--- src/rtl/pwm_divider_wrap_planner_defines.svh ---
// Assertion macros shared by the PWM divider and wrap planner RTL.
`ifndef PWM_DIVIDER_WRAP_PLANNER_DEFINES_SVH
`define PWM_DIVIDER_WRAP_PLANNER_DEFINES_SVH

// Property that must hold at every clock edge out of reset.
`define PDWP_ASSERT_HOLDS(lbl, clk, rstn, prop) \
    lbl: assert property (@(posedge clk) disable iff (!rstn) (prop)) \
        else $error("pdwp: invariant violated");

// Consequent must hold in the same cycle as the antecedent.
`define PDWP_ASSERT_IMPLIES(lbl, clk, rstn, ante, cons) \
    lbl: assert property (@(posedge clk) disable iff (!rstn) (ante) |-> (cons)) \
        else $error("pdwp: implication violated");

// Consequent must hold in the cycle after the antecedent.
`define PDWP_ASSERT_NEXT(lbl, clk, rstn, ante, cons) \
    lbl: assert property (@(posedge clk) disable iff (!rstn) (ante) |=> (cons)) \
        else $error("pdwp: next-cycle implication violated");

`endif

--- src/rtl/pdwp_pkg.sv ---
// Shared types and constants of the PWM divider and wrap planner.
`default_nettype none

package pdwp_pkg;

    // Field widths
    localparam int CLK_W   = 28;
    localparam int DIVS_W  = 13;
    localparam int WRAP_W  = 16;
    localparam int LVL_W   = 16;
    localparam int DUTY_W  = 16;
    localparam int DUTYS_W = 14;

    // Shared divider and multiplier widths
    localparam int NUM_W  = 34;
    localparam int DEN_W  = 45;
    localparam int MA_W   = 28;
    localparam int MB_W   = 17;
    localparam int PROD_W = MA_W + MB_W;

    // Stream and register port widths
    localparam int S_TDATA_W = 48;
    localparam int M_TDATA_W = 96;
    localparam int PADDR_W   = 3;
    localparam int PDATA_W   = 32;

    localparam logic [DUTYS_W-1:0] DUTY_FULL   = 14'd10000;
    localparam logic [14:0]        DUTY_DEN    = 15'd20000;
    localparam logic [DIVS_W-1:0]  DIV_MIN     = 13'd16;
    localparam logic [CLK_W-1:0]   CLOCK_RESET = 28'd125000000;

    // Register index of the system clock register (paddr bit 2)
    localparam logic REG_CLOCK = 1'b0;

    // Input operations
    localparam logic OP_FREQ = 1'b0;
    localparam logic OP_DUTY = 1'b1;

    typedef enum logic [2:0] {
        ST_IDLE,
        ST_MUL,
        ST_LOAD,
        ST_DIV,
        ST_POST,
        ST_DONE
    } state_t;

    typedef enum logic [2:0] {
        K_DIV,
        K_Q,
        K_LVA,
        K_LVB,
        K_DUTY,
        K_ACT
    } step_t;

    typedef struct packed {
        logic busy;
        logic done;
    } div_stat_t;

    typedef struct packed {
        logic              op;
        logic [CLK_W-1:0]  target_hz;
        logic              channel_sel;
        logic [DUTY_W-1:0] duty_hundredths;
    } req_t;

    typedef struct packed {
        logic [DIVS_W-1:0] divider_sixteenths;
        logic [WRAP_W-1:0] wrap_top;
        logic [LVL_W-1:0]  level_a;
        logic [LVL_W-1:0]  level_b;
        logic [CLK_W-1:0]  actual_hz;
    } result_t;

endpackage

`default_nettype wire

--- src/rtl/pdwp_divider.sv ---
// Bit-serial restoring divider, one quotient bit per cycle.
`default_nettype none
`include "pwm_divider_wrap_planner_defines.svh"

module pdwp_divider import pdwp_pkg::*; #(
    parameter int NUM_W_P = 34,
    parameter int DEN_W_P = 45
) (
    input  wire logic               aclk,
    input  wire logic               aresetn,
    input  wire logic               start,
    input  wire logic [NUM_W_P-1:0] numerator,
    input  wire logic [DEN_W_P-1:0] denominator,
    output logic [NUM_W_P-1:0]      quotient,
    output div_stat_t               stat
);

    localparam int CNT_W = $clog2(NUM_W_P + 1);

    logic [DEN_W_P-1:0] rem_reg, rem_next;
    logic [NUM_W_P-1:0] quo_reg, quo_next;
    logic [DEN_W_P-1:0] den_reg, den_next;
    logic [CNT_W-1:0]   cnt_reg, cnt_next;
    logic               busy_reg, busy_next;
    logic               done_reg, done_next;

    logic [DEN_W_P:0]   trial;
    logic [DEN_W_P:0]   diff;
    logic               ge;

    // Shift in the next numerator bit and try a subtract
    assign trial = {rem_reg, quo_reg[NUM_W_P-1]};
    assign diff  = trial - {1'b0, den_reg};
    assign ge    = trial >= {1'b0, den_reg};

    always_comb begin
        rem_next  = rem_reg;
        quo_next  = quo_reg;
        den_next  = den_reg;
        cnt_next  = cnt_reg;
        busy_next = busy_reg;
        done_next = 1'b0;
        if (busy_reg) begin
            rem_next = ge ? diff[DEN_W_P-1:0] : trial[DEN_W_P-1:0];
            quo_next = {quo_reg[NUM_W_P-2:0], ge};
            cnt_next = cnt_reg - CNT_W'(1);
            if (cnt_reg == CNT_W'(1)) begin
                busy_next = 1'b0;
                done_next = 1'b1;
            end
        end else if (start) begin
            rem_next  = '0;
            quo_next  = numerator;
            den_next  = denominator;
            cnt_next  = CNT_W'(NUM_W_P);
            busy_next = 1'b1;
        end
    end

    always_ff @(posedge aclk) begin
        if (!aresetn) begin
            busy_reg <= 1'b0;
            done_reg <= 1'b0;
            cnt_reg  <= '0;
        end else begin
            busy_reg <= busy_next;
            done_reg <= done_next;
            cnt_reg  <= cnt_next;
        end
    end

    // Datapath registers need no reset
    always_ff @(posedge aclk) begin
        rem_reg <= rem_next;
        quo_reg <= quo_next;
        den_reg <= den_next;
    end

    assign quotient  = quo_reg;
    assign stat.busy = busy_reg;
    assign stat.done = done_reg;

    `PDWP_ASSERT_IMPLIES(a_done_not_busy, aclk, aresetn, done_reg, !busy_reg)

endmodule

`default_nettype wire

--- src/rtl/pdwp_core.sv ---
// Sequencer, planner state and shared multiplier around the serial divider.
`default_nettype none
`include "pwm_divider_wrap_planner_defines.svh"

module pdwp_core import pdwp_pkg::*; #(
    parameter int WRAP_MAX    = 65535,
    parameter int DIVIDER_MAX = 256
) (
    input  wire logic             aclk,
    input  wire logic             aresetn,
    input  wire logic             start,
    input  wire req_t             req,
    input  wire logic [CLK_W-1:0] clock_hz,
    input  wire logic             out_free,
    output logic                  idle,
    output logic                  res_valid,
    output result_t               res
);

    localparam logic [NUM_W-1:0]  DMAX_Q = NUM_W'(DIVIDER_MAX * 16);
    localparam logic [DIVS_W-1:0] DMAX_D = DIVS_W'(DIVIDER_MAX * 16);
    localparam logic [NUM_W-1:0]  WMAX_Q = NUM_W'(WRAP_MAX);
    localparam logic [WRAP_W-1:0] WMAX_W = WRAP_W'(WRAP_MAX);

    state_t state_reg, state_next;
    step_t  step_reg, step_next;

    logic [CLK_W-1:0]   f_reg, f_next;
    logic               chan_reg, chan_next;
    logic [DUTYS_W-1:0] duty_reg, duty_next;

    logic [DIVS_W-1:0]  divider_reg, divider_next;
    logic [WRAP_W-1:0]  wrap_reg, wrap_next;
    logic [WRAP_W-1:0]  old_wrap_reg, old_wrap_next;
    logic [LVL_W-1:0]   lvl_a_reg, lvl_a_next;
    logic [LVL_W-1:0]   lvl_b_reg, lvl_b_next;
    logic [CLK_W-1:0]   actual_reg, actual_next;
    logic [PROD_W-1:0]  prod_reg, prod_next;

    logic [MA_W-1:0]    mul_a;
    logic [MB_W-1:0]    mul_b;
    logic [PROD_W-1:0]  mul_p;
    logic [NUM_W-1:0]   clk16;
    logic [NUM_W-1:0]   twice_prod;
    logic [NUM_W-1:0]   div_num;
    logic [DEN_W-1:0]   div_den;
    logic [NUM_W-1:0]   q;
    logic [NUM_W-1:0]   q_m1;
    logic               div_start;
    div_stat_t          div_stat;

    assign clk16      = NUM_W'({clock_hz, 4'b0000});
    assign twice_prod = {prod_reg[NUM_W-2:0], 1'b0};
    assign q_m1       = q - NUM_W'(1);
    assign div_start  = (state_reg == ST_LOAD);

    // Select the operands of the shared multiplier for this step
    always_comb begin
        case (step_reg)
            K_DIV: begin
                mul_a = f_reg;
                mul_b = MB_W'(WRAP_MAX);
            end
            K_Q: begin
                mul_a = f_reg;
                mul_b = MB_W'(divider_reg);
            end
            K_LVA: begin
                mul_a = MA_W'(lvl_a_reg);
                mul_b = MB_W'(wrap_reg);
            end
            K_LVB: begin
                mul_a = MA_W'(lvl_b_reg);
                mul_b = MB_W'(wrap_reg);
            end
            K_DUTY: begin
                mul_a = MA_W'(duty_reg);
                mul_b = MB_W'(wrap_reg);
            end
            K_ACT: begin
                mul_a = MA_W'(divider_reg);
                mul_b = MB_W'(wrap_reg) + MB_W'(1);
            end
            default: begin
                mul_a = '0;
                mul_b = '0;
            end
        endcase
    end

    assign mul_p = mul_a * mul_b;

    // Build the dividend and divisor from the registered product
    always_comb begin
        case (step_reg)
            K_LVA, K_LVB: begin
                div_num = twice_prod + NUM_W'(old_wrap_reg);
                div_den = DEN_W'({old_wrap_reg, 1'b0});
            end
            K_DUTY: begin
                div_num = twice_prod + NUM_W'(DUTY_FULL);
                div_den = DEN_W'(DUTY_DEN);
            end
            default: begin
                div_num = clk16;
                div_den = prod_reg;
            end
        endcase
    end

    pdwp_divider #(
        .NUM_W_P (NUM_W),
        .DEN_W_P (DEN_W)
    ) u_divider (
        .aclk        (aclk),
        .aresetn     (aresetn),
        .start       (div_start),
        .numerator   (div_num),
        .denominator (div_den),
        .quotient    (q),
        .stat        (div_stat)
    );

    // Sequencer: next state and register updates
    always_comb begin
        state_next    = state_reg;
        step_next     = step_reg;
        f_next        = f_reg;
        chan_next     = chan_reg;
        duty_next     = duty_reg;
        divider_next  = divider_reg;
        wrap_next     = wrap_reg;
        old_wrap_next = old_wrap_reg;
        lvl_a_next    = lvl_a_reg;
        lvl_b_next    = lvl_b_reg;
        actual_next   = actual_reg;
        prod_next     = prod_reg;
        res_valid     = 1'b0;
        case (state_reg)
            ST_IDLE: begin
                if (start) begin
                    f_next    = (req.target_hz == '0) ? CLK_W'(1) : req.target_hz;
                    chan_next = req.channel_sel;
                    duty_next = (req.duty_hundredths > DUTY_W'(DUTY_FULL)) ?
                                DUTY_FULL : req.duty_hundredths[DUTYS_W-1:0];
                    step_next  = (req.op == OP_DUTY) ? K_DUTY : K_DIV;
                    state_next = ST_MUL;
                end
            end
            ST_MUL: begin
                prod_next  = mul_p;
                state_next = ST_LOAD;
            end
            ST_LOAD: begin
                state_next = ST_DIV;
            end
            ST_DIV: begin
                if (div_stat.done) begin
                    state_next = ST_POST;
                end
            end
            ST_POST: begin
                state_next = ST_MUL;
                case (step_reg)
                    K_DIV: begin
                        // Clamp the divider to one up to the maximum
                        if (q < NUM_W'(DIV_MIN)) begin
                            divider_next = DIV_MIN;
                        end else if (q > DMAX_Q) begin
                            divider_next = DMAX_D;
                        end else begin
                            divider_next = q[DIVS_W-1:0];
                        end
                        step_next = K_Q;
                    end
                    K_Q: begin
                        // Keep the old wrap for the level rescale
                        old_wrap_next = wrap_reg;
                        if (q < NUM_W'(2)) begin
                            wrap_next = WRAP_W'(1);
                        end else if (q_m1 > WMAX_Q) begin
                            wrap_next = WMAX_W;
                        end else begin
                            wrap_next = q_m1[WRAP_W-1:0];
                        end
                        step_next = K_LVA;
                    end
                    K_LVA: begin
                        lvl_a_next = q[LVL_W-1:0];
                        step_next  = K_LVB;
                    end
                    K_LVB: begin
                        lvl_b_next = q[LVL_W-1:0];
                        step_next  = K_ACT;
                    end
                    K_DUTY: begin
                        if (chan_reg) begin
                            lvl_b_next = q[LVL_W-1:0];
                        end else begin
                            lvl_a_next = q[LVL_W-1:0];
                        end
                        step_next = K_ACT;
                    end
                    K_ACT: begin
                        actual_next = q[CLK_W-1:0];
                        state_next  = ST_DONE;
                    end
                    default: begin
                        state_next = ST_IDLE;
                    end
                endcase
            end
            ST_DONE: begin
                // Hold until the output register can take the result
                if (out_free) begin
                    res_valid  = 1'b1;
                    state_next = ST_IDLE;
                end
            end
            default: begin
                state_next = ST_IDLE;
            end
        endcase
    end

    always_ff @(posedge aclk) begin
        if (!aresetn) begin
            state_reg   <= ST_IDLE;
            step_reg    <= K_DIV;
            divider_reg <= DIV_MIN;
            wrap_reg    <= WRAP_W'(65535);
            lvl_a_reg   <= '0;
            lvl_b_reg   <= '0;
        end else begin
            state_reg   <= state_next;
            step_reg    <= step_next;
            divider_reg <= divider_next;
            wrap_reg    <= wrap_next;
            lvl_a_reg   <= lvl_a_next;
            lvl_b_reg   <= lvl_b_next;
        end
    end

    // Per-transaction working registers need no reset
    always_ff @(posedge aclk) begin
        f_reg        <= f_next;
        chan_reg     <= chan_next;
        duty_reg     <= duty_next;
        old_wrap_reg <= old_wrap_next;
        actual_reg   <= actual_next;
        prod_reg     <= prod_next;
    end

    assign idle = (state_reg == ST_IDLE);

    assign res.divider_sixteenths = divider_reg;
    assign res.wrap_top           = wrap_reg;
    assign res.level_a            = lvl_a_reg;
    assign res.level_b            = lvl_b_reg;
    assign res.actual_hz          = actual_reg;

    `PDWP_ASSERT_HOLDS(a_divider_range, aclk, aresetn,
                       (divider_reg >= DIV_MIN) && (divider_reg <= DMAX_D))
    `PDWP_ASSERT_HOLDS(a_wrap_range, aclk, aresetn,
                       (wrap_reg != '0) && (wrap_reg <= WMAX_W))
    `PDWP_ASSERT_NEXT(a_load_starts_div, aclk, aresetn, state_reg == ST_LOAD, div_stat.busy)

endmodule

`default_nettype wire

--- src/rtl/pwm_divider_wrap_planner.sv ---
// Top level of the PWM divider and wrap planner: APB register, stream ports.
//
// Usage:
//   The input stream carries one request per transaction. s_tuser selects the
//   operation: 0 plans a new frequency from target_hz, 1 sets the compare
//   level of one channel from a duty in hundredths of a percent.
//   Every request yields exactly one result transaction on the output stream
//   with the divider (sixteenths), wrap, both compare levels and the
//   frequency that they produce.
//   The user must write system_clock_hz through the APB port at address 0
//   only while idle; the block does not enforce this. pready is always high.
// Sequencing:
//   One shared multiplier feeds one bit-serial divider; each step runs
//   multiply, load, shifts, done and store. A frequency request runs five
//   steps, a duty request two. s_tready is high only while idle, one request
//   in flight.
// Reset and stalls:
//   Reset restores a divider of one, a wrap of 65535, zero levels and a
//   125 MHz clock. A finished result sits in the output register until taken;
//   a new request is accepted meanwhile, and its result waits for the slot.
`default_nettype none

module pwm_divider_wrap_planner import pdwp_pkg::*; #(
    parameter int WRAP_MAX    = 65535,
    parameter int DIVIDER_MAX = 256
) (
    input  wire logic                 aclk,
    input  wire logic                 aresetn,
    // APB configuration port
    input  wire logic                 psel,
    input  wire logic                 penable,
    input  wire logic                 pwrite,
    input  wire logic [PADDR_W-1:0]   paddr,
    input  wire logic [PDATA_W-1:0]   pwdata,
    output logic [PDATA_W-1:0]        prdata,
    output logic                      pready,
    // Request stream
    input  wire logic                 s_tvalid,
    output logic                      s_tready,
    // [27:0] target_hz, [28] channel_sel, [44:29] duty_hundredths
    input  wire logic [S_TDATA_W-1:0] s_tdata,
    // [0] op
    input  wire logic                 s_tuser,
    // Result stream
    output logic                      m_tvalid,
    input  wire logic                 m_tready,
    // [12:0] divider_sixteenths, [28:13] wrap_top, [44:29] level_a,
    // [60:45] level_b, [88:61] actual_hz
    output logic [M_TDATA_W-1:0]      m_tdata
);

    logic [CLK_W-1:0]     clock_reg, clock_next;
    logic                 m_tvalid_reg, m_tvalid_next;
    logic [M_TDATA_W-1:0] m_tdata_reg, m_tdata_next;

    logic    cfg_write;
    logic    start;
    logic    idle;
    logic    out_free;
    logic    res_valid;
    req_t    req;
    result_t res;

    // Register write and read-back
    assign pready    = 1'b1;
    assign cfg_write = psel && penable && pwrite && pready;
    assign clock_next = (cfg_write && (paddr[2] == REG_CLOCK)) ?
                        pwdata[CLK_W-1:0] : clock_reg;
    assign prdata    = (paddr[2] == REG_CLOCK) ?
                       PDATA_W'(clock_reg) : PDATA_W'(paddr[1:0] & 2'b00);

    // Unpack the request transaction
    assign req.op              = s_tuser;
    assign req.target_hz       = s_tdata[27:0];
    assign req.channel_sel     = s_tdata[28];
    assign req.duty_hundredths = s_tdata[44:29];

    assign s_tready = idle;
    assign start    = s_tvalid && s_tready;
    assign out_free = !m_tvalid_reg || m_tready;

    pdwp_core #(
        .WRAP_MAX    (WRAP_MAX),
        .DIVIDER_MAX (DIVIDER_MAX)
    ) u_core (
        .aclk      (aclk),
        .aresetn   (aresetn),
        .start     (start),
        .req       (req),
        .clock_hz  (clock_reg),
        .out_free  (out_free),
        .idle      (idle),
        .res_valid (res_valid),
        .res       (res)
    );

    // Load the output register, drop valid once the transaction is taken
    always_comb begin
        m_tvalid_next = m_tvalid_reg;
        m_tdata_next  = m_tdata_reg;
        if (res_valid) begin
            m_tvalid_next = 1'b1;
            m_tdata_next  = M_TDATA_W'({res.actual_hz, res.level_b, res.level_a,
                                        res.wrap_top, res.divider_sixteenths});
        end else if (m_tready) begin
            m_tvalid_next = 1'b0;
        end
    end

    always_ff @(posedge aclk) begin
        if (!aresetn) begin
            clock_reg    <= CLOCK_RESET;
            m_tvalid_reg <= 1'b0;
        end else begin
            clock_reg    <= clock_next;
            m_tvalid_reg <= m_tvalid_next;
        end
    end

    always_ff @(posedge aclk) begin
        m_tdata_reg <= m_tdata_next;
    end

    assign m_tvalid = m_tvalid_reg;
    assign m_tdata  = m_tdata_reg;

endmodule

`default_nettype wire

--- config.mk ---
export PLATFORM = sky130hd
export DESIGN_NAME = pwm_divider_wrap_planner
export DESIGN_NICKNAME = d
export VERILOG_FILES = /design/src/rtl/pdwp_pkg.sv /design/src/rtl/pdwp_divider.sv /design/src/rtl/pdwp_core.sv /design/src/rtl/pwm_divider_wrap_planner.sv
export VERILOG_INCLUDE_DIRS = /design/src /design/src/rtl
export SDC_FILE = /design/constraint.sdc
export NUM_CORES = 2
export LEC_CHECK = 0
export BUFFER_PORTS_ARGS = -buffer_cell sky130_fd_sc_hd__buf_2
export CORE_MARGIN = 1.5
export CORE_UTILIZATION = 40
export CTS_CLUSTER_SIZE = 30
export DETAILED_ROUTE_END_ITERATION = 6
export PLACE_DENSITY = 0.66
export SYNTH_ARGS = -nofsm -noshare
export SYNTH_HDL_FRONTEND = slang
export SYNTH_SLANG_ARGS = --single-unit
--- constraint.sdc ---
create_clock -name aclk -period 8.5 [get_ports aclk]
set_input_delay 1.7 -clock aclk [delete_from_list [all_inputs] [get_ports aclk]]
set_output_delay 1.7 -clock aclk [all_outputs]
set_load 0.02 [all_outputs]
==> flow_summary.toml <==
[global_route]
grt.busiest_layer = "met2"
grt_pass1_wl_um = 162700
use_met1_pct = 28.80
grtUsageMet2_pct = 36.28
gr-total-overflow = 0
grt_start_max_net_pins = 75
antenna_found_initial = 4
track_usage_pct = 21.62
use_met3_pct = 2.684
grt_pass1_vias = 29003

[min_path]
holdPathStages = 0
min_delay_worst_endpoint = "m_tdata[77]"
hp-class = "register to register"
hp-start = "u_core.actual_reg[16]"

[critical_path]
slowest_stage = "fa_1"
critPathKind = "register to register"
crit_path_max_incr_delay_ps = 560
arrival_ps = 8590
rrSetupSlack_ps = 230
r2r-end = "u_core.prod_reg[29]"
required_ps = 8820
startpoint_type = "register"
cp-end-kind = "register"
critPathMaxFanout = 5
rr_startpoint = "u_core.wrap_reg[6]"
rr_worst_depth = 28
crit_top_cell = "fa_1"

[yosys]
syn-instance-count = 3990
synth-main-ff-cell = "edfxtp_1"
synth_compound_area_share_pct = 10.72
synth_xor_area_share_pct = 3.039
async_reset_ff_share_pct = 0
ys_seq_area_share_pct = 32.96
synthAdderAreaFrac_pct = 26.87
synthMuxAreaShare_pct = 1.743
yosys.area_share.simple_pct = 15.83
synth_top_family_by_area = "adder cells"
ys_ff_latch = 449
yosysWarningCount = 0
synth_edf_count = 345
synth.avg_cell_area_um2 = 9.461
yosysUniqueCellTypes = 86
synth_area_um2 = 37750

[cells_and_area]
ff_latch_area_um2 = 12450
largest_reg_flops = 89
multi_input_area_um2 = 22230
syn_to_final_growth_pct = 11.35
final_net_count = 4800
finalNonFillerCells = 5428
drive_above_1_share_pct = 10.85
design_area_um2 = 42040
n_antenna_cell = 0
utilization_pct = 44.97
num-fill-cells = 8858

[timing]
timing.fmax_ghz = 0.1209
whs_ps = 418.6
setup_viol = 0
min_period_ps = 8268
tightestPinTransition_ps = 1208
max-slew-margin-rel_pct = 19.19
hold_viol = 0
slew_viol_final = 0
finClkSkew_ps = 36.33
fin_crit_sh_pct = 97.27

[floorplan]
start_util_pct = 40.39
rows = 112
pin_count = 222
die_height_um = 310.2
die_w_um = 310.2
die_area_um2 = 96230
coreArea_um2 = 93470

[clock_tree]
clk_pin_slew_ps = 60
cts_buffers = 49
cts_root_buf = "clkbuf_16"
numClockSinks = 449
postCtsSetupBuffers = 0
htreeDepth = 2
cts_tree = "built"
clockBufferDepth = 3
clkLatencyLatePin_ps = 610

[routing]
drcViolationCount = 0
drtIter0Drc = 2528
ant_nets = 0
wl_per_cell_um = 19.26
wl_um = 104500
vias_per_cell = 5.361
vias = 29098
drtPass1Iterations = 6

[placement]
placed_area_um2 = 40430
portBuffers = 200
dp_hpwl_um = 80700
place_inst = 5336
place.gp.congestion = 0.9079

[run_status]
outcome = "finished, final reports clean"

[job]
maxCapViolCount = 0
layout by cell type, fill, tap and decap left out, types with 13 or more instances in the layout:
master / count
a211oi_1: 29
a21o_1: 51
a21oi_1: 147
a221o_1: 14
a221oi_1: 36
a22oi_1: 28
a31oi_1: 25
and2_1: 47
and3_1: 71
buf_2: 200
buf_4: 99
clkbuf_1: 15
clkbuf_16: 50
clkinv_2: 13
conb_1: 27
dfxtp_1: 101
edfxtp_1: 345
fa_1: 391
ha_1: 185
inv_1: 623
mux2i_1: 59
nand2_1: 587
nand2b_1: 22
nand3_1: 91
nand4_1: 22
nor2_1: 235
nor2b_1: 79
nor3_1: 43
nor4_1: 22
o21a_1: 15
o21ai_0: 110
o21ai_1: 15
o22ai_1: 14
xnor2_1: 86
xor2_1: 45
per-stage QoR:
step                      worst slack [ps]  TNS (ps)
final                                232.0         0
after global routing                -17.07    -17.07
after CTS                            41.52         0
after detailed placement             22.16         0
after global placement               32.77         0
after floorplan                      651.8         0
per-layer routing:
layer	vias up	share of wire, %
li1	13427	-
met1	14390	42
met2	1077	48
met3	200	6.9
met4	4	3.3
met5	-	0.026
final cells by class:
cell class                 instances  area share [%]
clock buffer                      67           3.176
clock inverter                    25          0.5715
inverter                         627           5.599
multi-input combinational       2701           52.88
sequential                       449           29.61
tap                             1254           3.732
timing repair buffer             305           4.435
timing repair:
action | in CTS | in global routing
endpoints found under the setup margin | 3 | 13
gates resized for setup | 2 | 7
hold buffers | 0 | 0
cell usage after synthesis (7+ instances only):
cell      number  area, µm²
o21ai_0      113      565.5
nand4_1       22      137.6
xnor2_1       86      753.2
nand3_1       92      460.4
nor3b_1        8      60.06
dfxtp_1      104       2082
o21a_1        15      112.6
o221ai_1       7      61.31
ha_1         185       2315
fa_1         391       7828
buf_4         13      97.59
nand2_1      589       2211
nor3_1        44      220.2
and4_1        10      87.58
and3_1        73      456.7
a221oi_1      44      385.4
or3_1         12      75.07
a21o_1        51      382.9
a22o_1         9      78.83
o211ai_1      12      90.09
a221o_1       14      140.1
and2_1        48      300.3
nor2_1       236      885.9
clkbuf_1     208      780.8
o21bai_1      12      90.09
a211oi_1      31      232.7
xor2_1        45      394.1
o21ai_1       13      65.06
nor4_1        22      137.6
a22oi_1       28      210.2
a21oi_1      151      755.7
inv_1        625       2346
mux2i_1       59      590.6
o22ai_1       14      87.58
nand2b_1      22      137.6
buf_1         10      37.54
edfxtp_1     345      10360
or2_2         10      62.56
nor2b_1       81      506.7
a31oi_1       26      162.7
critical path: cells and delay by family (launching register included):
kind / cells / cell delay, ps
fa+ha+maj: 7 / 3570
simple gates: 8 / 2100
compound gates: 7 / 1290
buf+inv: 5 / 520
flops: 1 / 330
xor+xnor: 1 / 170
logic make-up after synthesis:
| family | count (synthesis) |
|---|---|
| xor+xnor | 131 |
| simple gates | 1295 |
| other cells | 2 |
| mux | 65 |
| flops | 449 |
| compound gates | 607 |
| fa+ha+maj | 576 |
| buf+inv | 865 |
worst max path at each step:
stage,from,to,slack (ps),depth (start not counted)
floorplan,u_core.wrap_reg[4],u_core.prod_reg[39],650,27
global placement,u_core.wrap_reg[5],u_core.prod_reg[43],30,28
detailed placement,u_core.wrap_reg[6],u_core.prod_reg[43],20,28
CTS,u_core.wrap_reg[6],u_core.prod_reg[39],40,28
global route,u_core.wrap_reg[6],u_core.prod_reg[29],-20,28
finish,u_core.wrap_reg[6],u_core.prod_reg[29],230,28
Power is not shown: default switching activity piles up to over one toggle a cycle in this logic, so the estimate is an artifact.
